$ cat config.mk
export PLATFORM = sky130hd
export DESIGN_NAME = sorted_priority_queue_core
export DESIGN_NICKNAME = d
export VERILOG_FILES = /design/src/hw/rtl/spq_pkg.sv /design/src/hw/rtl/sorted_priority_queue_core.sv /design/src/hw/rtl/spq_cell.sv
export SDC_FILE = /design/constraint.sdc
export NUM_CORES = 2
export LEC_CHECK = 0
export BUFFER_PORTS_ARGS = -buffer_cell sky130_fd_sc_hd__buf_2
export CAP_MARGIN = 25
export CORE_ASPECT_RATIO = 1.4
export CORE_MARGIN = 2
export CORE_UTILIZATION = 40
export CTS_BUF_LIST = sky130_fd_sc_hd__clkbuf_8
export CTS_CLUSTER_SIZE = 16
export DETAILED_ROUTE_END_ITERATION = 16
export GPL_TIMING_DRIVEN = 0
export MAX_ROUTING_LAYER = met4
export PLACE_DENSITY_LB_ADDON = 0.3
export SKIP_LAST_GASP = 1
export SLEW_MARGIN = 0
export SYNTH_ARGS = -nofsm -noshare
export SYNTH_HDL_FRONTEND = slang
export SYNTH_HIERARCHICAL = 1
export SYNTH_SLANG_ARGS = --single-unit
$ cat constraint.sdc
create_clock -name clk_i -period 8.4 [get_ports clk_i]
set_input_delay 1.68 -clock clk_i [delete_from_list [all_inputs] [get_ports clk_i]]
set_output_delay 1.68 -clock clk_i [all_outputs]
set_load 0.005 [all_outputs]
$ cat src/hw/rtl/spq_pkg.sv
package spq_pkg;

  // operation codes on the command port
  typedef enum logic [1:0] {
    CMD_ENQUEUE = 2'd0,
    CMD_DEQUEUE = 2'd1,
    CMD_PEEK    = 2'd2
  } cmd_e;

  localparam int unsigned DefDepth       = 16;
  localparam int unsigned DefKeyBits     = 16;
  localparam int unsigned DefPayloadBits = 32;

  localparam int unsigned CapBits  = 5;
  localparam logic [CapBits-1:0] CapReset = CapBits'(10);

  // broadcast control from the top level to every cell
  typedef struct packed {
    logic enq;  // enqueue taken: insert or shift right
    logic deq;  // dequeue taken: shift left
  } cell_ctrl_t;

endpackage

$ cat src/hw/rtl/sorted_priority_queue_core.sv
// channel   | direction | handshake                     | payload
// ----------+-----------+-------------------------------+-------------------------------------
// command   | in        | start high, busy low          | cmd_i, entry_key_i, entry_payload_i
// result    | out       | result_valid_o, one cycle     | success_o, is_empty_o, entry_count_o,
//           |           |                               | head_key_o, head_payload_o
// config    | in        | cfg_valid_i and cfg_ready_o   | cfg_capacity_limit_i
//
// one command per cycle: busy stays low, every cell compares and shifts in the same cycle
// the result of a command is shown in the cycle after its transaction, for one cycle only
// the result is registered, in the cell registers and the result strobe register
// reset clears the count, the strobe and sets the capacity limit to ten; cell contents
// are not reset, cells at or above the count are never shown
// the receiver cannot stall: a result not taken in its cycle is gone
module sorted_priority_queue_core #(
  parameter int unsigned Depth       = spq_pkg::DefDepth,
  parameter int unsigned KeyBits     = spq_pkg::DefKeyBits,
  parameter int unsigned PayloadBits = spq_pkg::DefPayloadBits,
  localparam int unsigned CntBits    = $clog2(Depth + 1)
) (
  input  logic                        clk_i,
  input  logic                        rst_ni,
  // command channel
  input  logic                        start,
  output logic                        busy,
  input  logic [1:0]                  cmd_i,
  input  logic [KeyBits-1:0]          entry_key_i,
  input  logic [PayloadBits-1:0]      entry_payload_i,
  // result channel
  output logic                        result_valid_o,
  output logic                        success_o,
  output logic                        is_empty_o,
  output logic [CntBits-1:0]          entry_count_o,
  output logic [KeyBits-1:0]          head_key_o,
  output logic [PayloadBits-1:0]      head_payload_o,
  // configuration channel
  input  logic                        cfg_valid_i,
  output logic                        cfg_ready_o,
  input  logic [spq_pkg::CapBits-1:0] cfg_capacity_limit_i
);
  import spq_pkg::*;

  // common width for comparing the count against the 5-bit limit
  localparam int unsigned CmpBits = (CntBits > CapBits) ? CntBits : CapBits;
  localparam logic [CmpBits-1:0] DepthCmp = CmpBits'(Depth);

  logic                   accept;
  logic                   full, empty;
  logic                   enq_ok, deq_ok, peek_ok;
  cell_ctrl_t             ctrl;

  logic [CntBits-1:0]     count_q, count_d;
  logic [CapBits-1:0]     cap_q;
  logic                   result_valid_q;
  logic                   success_q, success_d;

  logic [Depth-1:0]       occupied;
  logic [Depth-1:0]       gt_w;
  logic [KeyBits-1:0]     key_w     [Depth];
  logic [PayloadBits-1:0] payload_w [Depth];

  // every cell updates in the accept cycle, so a new command can follow at once
  assign busy   = 1'b0;
  assign accept = start && !busy;

  // full when the count reaches the programmed limit or the number of cells
  assign full  = (CmpBits'(count_q) >= CmpBits'(cap_q)) || (CmpBits'(count_q) >= DepthCmp);
  assign empty = (count_q == '0);

  assign enq_ok  = accept && (cmd_i == CMD_ENQUEUE) && !full;
  assign deq_ok  = accept && (cmd_i == CMD_DEQUEUE) && !empty;
  assign peek_ok = accept && (cmd_i == CMD_PEEK) && !empty;

  assign ctrl.enq = enq_ok;
  assign ctrl.deq = deq_ok;

  always_comb begin
    count_d = count_q;
    if (enq_ok) begin
      count_d = count_q + CntBits'(1);
    end else if (deq_ok) begin
      count_d = count_q - CntBits'(1);
    end
  end

  assign success_d = enq_ok || deq_ok || peek_ok;

  always_ff @(posedge clk_i or negedge rst_ni) begin
    if (!rst_ni) begin
      count_q        <= '0;
      result_valid_q <= 1'b0;
      success_q      <= 1'b0;
    end else begin
      count_q        <= count_d;
      result_valid_q <= accept;
      success_q      <= success_d;
    end
  end

  // configuration: always ready; the user must write only while the queue is quiet, the block does not enforce this
  assign cfg_ready_o = 1'b1;

  always_ff @(posedge clk_i or negedge rst_ni) begin
    if (!rst_ni) begin
      cap_q <= CapReset;
    end else if (cfg_valid_i && cfg_ready_o) begin
      cap_q <= cfg_capacity_limit_i;
    end
  end

  // row of cells, slot 0 is the head; data moves right on insert, left on removal
  for (genvar i = 0; i < Depth; i++) begin : g_cell
    logic                   left_gt;
    logic [KeyBits-1:0]     left_key, right_key;
    logic [PayloadBits-1:0] left_payload, right_payload;

    assign occupied[i] = (CmpBits'(i) < CmpBits'(count_q));

    if (i == 0) begin : g_first
      assign left_gt      = 1'b0;
      assign left_key     = '0;
      assign left_payload = '0;
    end else begin : g_inner_left
      assign left_gt      = gt_w[i-1];
      assign left_key     = key_w[i-1];
      assign left_payload = payload_w[i-1];
    end

    if (i == Depth - 1) begin : g_last
      // nothing to pull in from the right, the last slot just holds
      assign right_key     = key_w[i];
      assign right_payload = payload_w[i];
    end else begin : g_inner_right
      assign right_key     = key_w[i+1];
      assign right_payload = payload_w[i+1];
    end

    spq_cell #(
      .KeyBits     (KeyBits),
      .PayloadBits (PayloadBits)
    ) u_cell (
      .clk_i           (clk_i),
      .ctrl_i          (ctrl),
      .occupied_i      (occupied[i]),
      .new_key_i       (entry_key_i),
      .new_payload_i   (entry_payload_i),
      .left_gt_i       (left_gt),
      .left_key_i      (left_key),
      .left_payload_i  (left_payload),
      .right_key_i     (right_key),
      .right_payload_i (right_payload),
      .gt_o            (gt_w[i]),
      .key_o           (key_w[i]),
      .payload_o       (payload_w[i])
    );
  end

  // result shows the state left by the command, head reads as zero when empty
  assign result_valid_o = result_valid_q;
  assign success_o      = success_q;
  assign is_empty_o     = empty;
  assign entry_count_o  = count_q;
  assign head_key_o     = empty ? '0 : key_w[0];
  assign head_payload_o = empty ? '0 : payload_w[0];

`ifndef SYNTHESIS
  a_strobe_follows_accept: assert property (@(posedge clk_i) disable iff (!rst_ni)
    accept |=> result_valid_o)
    else $error("result strobe missing after accepted command");

  a_no_spurious_strobe: assert property (@(posedge clk_i) disable iff (!rst_ni)
    !accept |=> !result_valid_o)
    else $error("result strobe without accepted command");

  a_count_bounded: assert property (@(posedge clk_i) disable iff (!rst_ni)
    CmpBits'(count_q) <= DepthCmp)
    else $error("entry count above number of cells");

  a_enq_grows: assert property (@(posedge clk_i) disable iff (!rst_ni)
    enq_ok |=> (count_q == $past(count_q) + CntBits'(1)) && success_o)
    else $error("accepted enqueue did not grow the queue");

  a_refused_keeps_count: assert property (@(posedge clk_i) disable iff (!rst_ni)
    accept && !success_d |=> count_q == $past(count_q))
    else $error("refused command changed the count");
`endif

endmodule

$ cat src/hw/rtl/spq_cell.sv
module spq_cell #(
  parameter int unsigned KeyBits     = 16,
  parameter int unsigned PayloadBits = 32
) (
  input  logic                    clk_i,
  input  spq_pkg::cell_ctrl_t     ctrl_i,
  input  logic                    occupied_i,
  input  logic [KeyBits-1:0]      new_key_i,
  input  logic [PayloadBits-1:0]  new_payload_i,
  input  logic                    left_gt_i,
  input  logic [KeyBits-1:0]      left_key_i,
  input  logic [PayloadBits-1:0]  left_payload_i,
  input  logic [KeyBits-1:0]      right_key_i,
  input  logic [PayloadBits-1:0]  right_payload_i,
  output logic                    gt_o,
  output logic [KeyBits-1:0]      key_o,
  output logic [PayloadBits-1:0]  payload_o
);
  import spq_pkg::*;

  logic [KeyBits-1:0]     key_q, key_d;
  logic [PayloadBits-1:0] payload_q, payload_d;

  // held entry leaves for the new one when the new key is strictly smaller
  assign gt_o = occupied_i && (new_key_i < key_q);

  always_comb begin
    key_d     = key_q;
    payload_d = payload_q;
    if (ctrl_i.enq) begin
      if (left_gt_i) begin
        key_d     = left_key_i;
        payload_d = left_payload_i;
      end else if (gt_o || !occupied_i) begin
        key_d     = new_key_i;
        payload_d = new_payload_i;
      end
    end else if (ctrl_i.deq) begin
      key_d     = right_key_i;
      payload_d = right_payload_i;
    end
  end

  always_ff @(posedge clk_i) begin
    key_q     <= key_d;
    payload_q <= payload_d;
  end

  assign key_o     = key_q;
  assign payload_o = payload_q;

endmodule

# --- Word-level counts from Yosys, hierarchy flattened ---
# Cells that the tools add are included.
word_totals:
  register_bits: 780
  latch_bits: 0
  ram_bits: 0
  romBits: 0
  inputBits: 59
  out_inout_bits: 58
  wordCells: 294
  n_memories: 0
op_classes:
  add_sub_neg: 2
  multipliers: 0
  div: 0
  magnitude_cmp: 34
  eq_ne: 17
  shift: 0
  muxes: 126
  bitwise_logic: 0
  reduce_logical: 79
op_table:
  columns: ["cell", "count"]
  rows:
  - ["$mux 32", 62]
  - ["$mux 16", 62]
  - ["$lt 16x16->1", 16]
  - ["$ne 3x1->1 const B", 14]
  - ["$lt 4x5->1 const A", 8]
  - ["$reduce_and 2->1", 16]
  - ["$logic_and 1x1->1", 22]
  - ["$lt 3x5->1 const A", 4]
  - ["$logic_or 1x1->1", 19]
  - ["$logic_not 1->1", 18]
  - ["$lt 1x5->1 const A", 2]
  - ["$lt 2x5->1 const A", 2]
  - ["$mux 5", 2]
  - ["$add 5x1->5 const B", 1]
  - ["$ge 5x5->1", 1]
  - ["$ge 5x5->1 const B", 1]
  - ["$logic_not 5->1", 1]
  - ["$sub 5x1->5 const B", 1]
  - ["$reduce_bool 2->1", 2]
  - ["$eq 2x1->1 const B", 1]
  - ["$eq 2x2->1 const B", 1]
  - ["$logic_not 2->1", 1]
  - ["$ne 2x1->1 const B", 1]

# --- Depth between registers and ports, before layout ---
depth:
  word_depth: 6
  depth_mapped: 12
  mapped_depth_nobuf: 9

# --- Hierarchy ---
# Netlist, hierarchy kept.
by_module_without_submodules:
  columns: ["mod", "n_inst", "cells_each", "area_per_inst_um2", "seq_area_each_um2"]
  rows:
  - ["spq_cell (g_cell[0].u_cell ...)", 11, 266, 2836.5, 1441.4]
  - ["spq_cell (g_cell[5].u_cell ...)", 5, 265, 2881.5, 1441.4]
  - ["sorted_priority_queue_core", 1, 153, 1229.9, 302.8]

# --- Least setup slack after synthesis ---
# No wires, ideal clock.
synth_timing:
  path_kind: "input to register"
  start: "in start"
  end: "reg g_cell[0].u_cell.key_q[0], enable pin"
  setup_ns: 0.525
  t_arrival_ns: 6.230
  required_time_ns: 7.875
  path_slack_ns: 1.645
  cell_stages: 7
  path_buffers: 1
  cell_sequence: "nor2b_1 -> and3_1 -> o21ai_2 -> inv_2 -> buf_2 -> o21ai_0 -> o31ai_1"
synth_via:
  elab_chain_cells: 4
  elab_cells_between_ends: 7
  classes_between: "eq/ne: 1; reduce/logical: 6"
synth_rtl:
  columns: ["element", "line_no", "source"]
  rows:
  - ["start, declared", "sorted_priority_queue_core.sv:23", "input logic start,"]
  - ["$logic_and 1x1->1 (*) (2 in series)", "sorted_priority_queue_core.sv:69", "assign enq_ok = accept && (cmd_i == CMD_ENQUEUE) && !full;"]
  - ["net enq_ok", "sorted_priority_queue_core.sv:48", "logic enq_ok, deq_ok, peek_ok;"]
  - ["$ne 2x1->1 (no line) or $reduce_bool 2->1 (tied branches)", null, null]
  - ["$reduce_and 2->1 (no line) (*)", null, null]
  - ["end signal, assigned", "spq_cell.sv:45", "key_q <= key_d;"]
  - ["end, declared", "spq_cell.sv:21", "logic [KeyBits-1:0] key_q, key_d;"]
# The timed path passes the listed nets; every way through them passes the cells marked *.
# A chain may end at the register's enable or synchronous reset.

# --- Worst setup path after layout ---
layout_timing:
  start: "reg count_q[1], in the netlist entry_count_o[1]"
  end: "out head_key_o[11]"
layout_via:
  elab_chain_cells: 2
layout_rtl:
  columns: ["element", "line_no", "source"]
  rows:
  - ["start, declared", "sorted_priority_queue_core.sv:51", "logic [CntBits-1:0] count_q, count_d;"]
  - ["start signal, assigned", "sorted_priority_queue_core.sv:93", "count_q <= count_d;"]
  - ["$logic_not 5->1", "sorted_priority_queue_core.sv:67", "assign empty = (count_q == '0);"]
  - ["$mux 16", "sorted_priority_queue_core.sv:162", "assign head_key_o = empty ? '0 : key_w[0];"]
  - ["end, declared", "sorted_priority_queue_core.sv:33", "output logic [KeyBits-1:0] head_key_o,"]
# Every way passes these cells.

==> metrics.txt <==
final total negative setup slack=0 ps; mean routed wirelength per cell=19.3 um; Critical Path Most Common Cell=clkbuf_1; Setup violations, final=0; vias in the first global route=34.0k; worst-case hold path end point=cap_q[0]$_DFFE_PN0P_; critical hold path startpoint=cap_q[0]$_DFFE_PN0P_; Layout Nets=5017; number of placement rows=148; Hold Buf Count CTS=0; Mapped Area=0.0468 mm^2; VDD IR-drop max=93.7 uV; launch point of the worst path=entry_count_o[1]$_DFFE_PN0P_; clock buffers created by TritonCTS=116; 1st-pass router iterations=6; number of resized instances in the post-cts repair step=0; cell type of the slowest stage on the worst timing path=clkbuf_1; Worst Tran Pin Value=944 ps; Setup Fix Bufs, Post-CTS=0; grt total ovfl=0; maxcap violations=0; data required time at the worst endpoint=6720 ps; die height=409 um; Clock Path Buffers=3; class of the tightest hold or removal check=flop to flop; clock tree from TritonCTS=built; Max-Slew Margin vs Limit=0.371; post-layout min period=5050 ps; worst reg-to-reg setup slack=4090 ps; number of H-tree levels=3; overall global routing resource usage=0.210; pin count of the biggest net entering global routing=33; final hold violation count=0; number of I/O port buffers=113; RD Place Congestion=0.855; number of top-level pins=117; die boundary width=293 um; CTS sink count=780; Max Clock Freq=198 MHz; HPWL Detailed=99300 um; cell count after synthesis=4402; clock latency on the worst-skew pair=800 ps; Core Region=0.116 mm^2; type of the worst setup path=flop to output port; reg2reg end=g_cell[15].u_cell/payload_o[16]$_DFFE_PP_; DR iter-0 viols=1558; Residual DRC=0; number of nets with antenna violations after routing=0; result of the run=finished clean; Final Slew Violations=0; startpoint of the worst register-to-register path=entry_count_o[0]$_DFFE_PN0P_; number of antenna violations at the first check in global routing=15; number of cells on the worst reg-to-reg path=14; Critical Path AT=3370 ps; ordered cell list for the critical path=clkbuf_1, inv_1, ha_1, nor4b_4, clkbuf_1, nor2b_1, buf_2; growth of design area from synthesis to finish=11.5%; leakage power=22.6 nW; Clock Skew=26.9 ps; fraction of final layout cells with drive strength greater than 1=0.0946; Syn Area/Cell=10.6 um^2; top fanout value on the critical path=10; delay contributed by the slowest stage of the critical path=750 ps; critical path startpoint category=flop; RSZ-0062 raised after global routing=false; final WL=122000 um; total die area=0.120 mm^2; Power per Cell Area=171 mW/mm^2; cell depth of the worst min-delay path=1; Cell Count, Final, Fillers Out=6315; cell chosen for the clock root=clkbuf_8; Yosys warning total=6; starting utilization of the core area=0.403; first-pass GRT wire length=189000 um; vias per cell=5.13; placed cells=6091; clock slew seen by the registers of the worst setup and hold paths=60 ps; Final period util=0.602; DR vias=32.4k; crit end category=output port
[state kept, by name, indices dropped and copies added, names as in the netlist]
signal / flops
cap_q: 5
entry_count_o: 5
result_valid_o: 1
g_cell.u_cell/key_o: 256
success_o: 1
g_cell.u_cell/payload_o: 512
[placed cells by master (no fill, tap or decap), types with 23 or more instances in the layout]
master    count
nand2_1      60
nor2b_1      49
nand4_1      48
ha_1        249
nor2_1      799
clkbuf_1    158
nand3_1      23
a21oi_1     838
edfxtp_1    768
clkinv_1     36
buf_4        46
buf_2       173
inv_1       286
clkbuf_8    123
conb_1       51
mux2i_1     774
[power breakdown]
part | switching [mW] | leakage, nW | internal (mW)
Clock | 1.49 | 1.20 | 1.38
Combinational | 0.869 | 14.2 | 0.609
Sequential | 0.126 | 7.24 | 4.48
Total | 2.48 | 22.6 | 6.47
[critical path, delay by kind of cell (launching register included)]
kind | cells | cell delay [ps]
fa+ha+maj | 1 | 180
flops | 1 | 430
simple gates | 2 | 580
buf+inv | 4 | 1400
[per-stage QoR]
step | total power [mW] | worst slack, ps | area, um^2 | util | hold WS, ps
global placement | 6.13 | -821 | 49500 | 0.425 | 504
global route | 9.37 | 3030 | 52200 | 0.449 | 541
floorplan | 5.71 | 1650 | 47000 | - | 478
CTS | 9.04 | 3070 | 52200 | 0.449 | 533
detailed placement | 6.17 | 2590 | 50100 | 0.431 | 519
finish | 8.95 | 3350 | 52200 | 0.449 | 525
[layout make-up]
class,instances,area [um^2]
fillers,11368,64100
flip-flops and latches,780,23400
multi-input cells,3135,21500
well taps,1500,1880
clock buffers,123,1690
plain buffers,285,1390
repair buffers,140,996
inverters,251,945
clock inverters,85,389
diodes,16,40.0
[worst max-delay path by stage]
stage / slack (ps) / cells after the start / endpoint
2_1_floorplan: 1650 / 7 / g_cell[0].u_cell/key_o[0]$_DFFE_PP_
3_3_place_gp: -820 / 6 / g_cell[0].u_cell/payload_o[22]$_DFFE_PP_
3_5_place_dp: 2590 / 13 / g_cell[12].u_cell/payload_o[21]$_DFFE_PP_
4_1_cts: 3070 / 7 / head_key_o[11]
5_1_grt: 3030 / 7 / head_payload_o[18]
6_report: 3350 / 7 / head_key_o[11]
[layer usage]
layer	global-route usage	wire length, um	vias up
li1	-	-	16587
met1	0.214	46600	14968
met2	0.397	66000	618
met3	0.0303	4190	240
met4	0.0858	5160	0
met5	-	0	-
No activity file was read; power rests on OpenSTA's default activity.
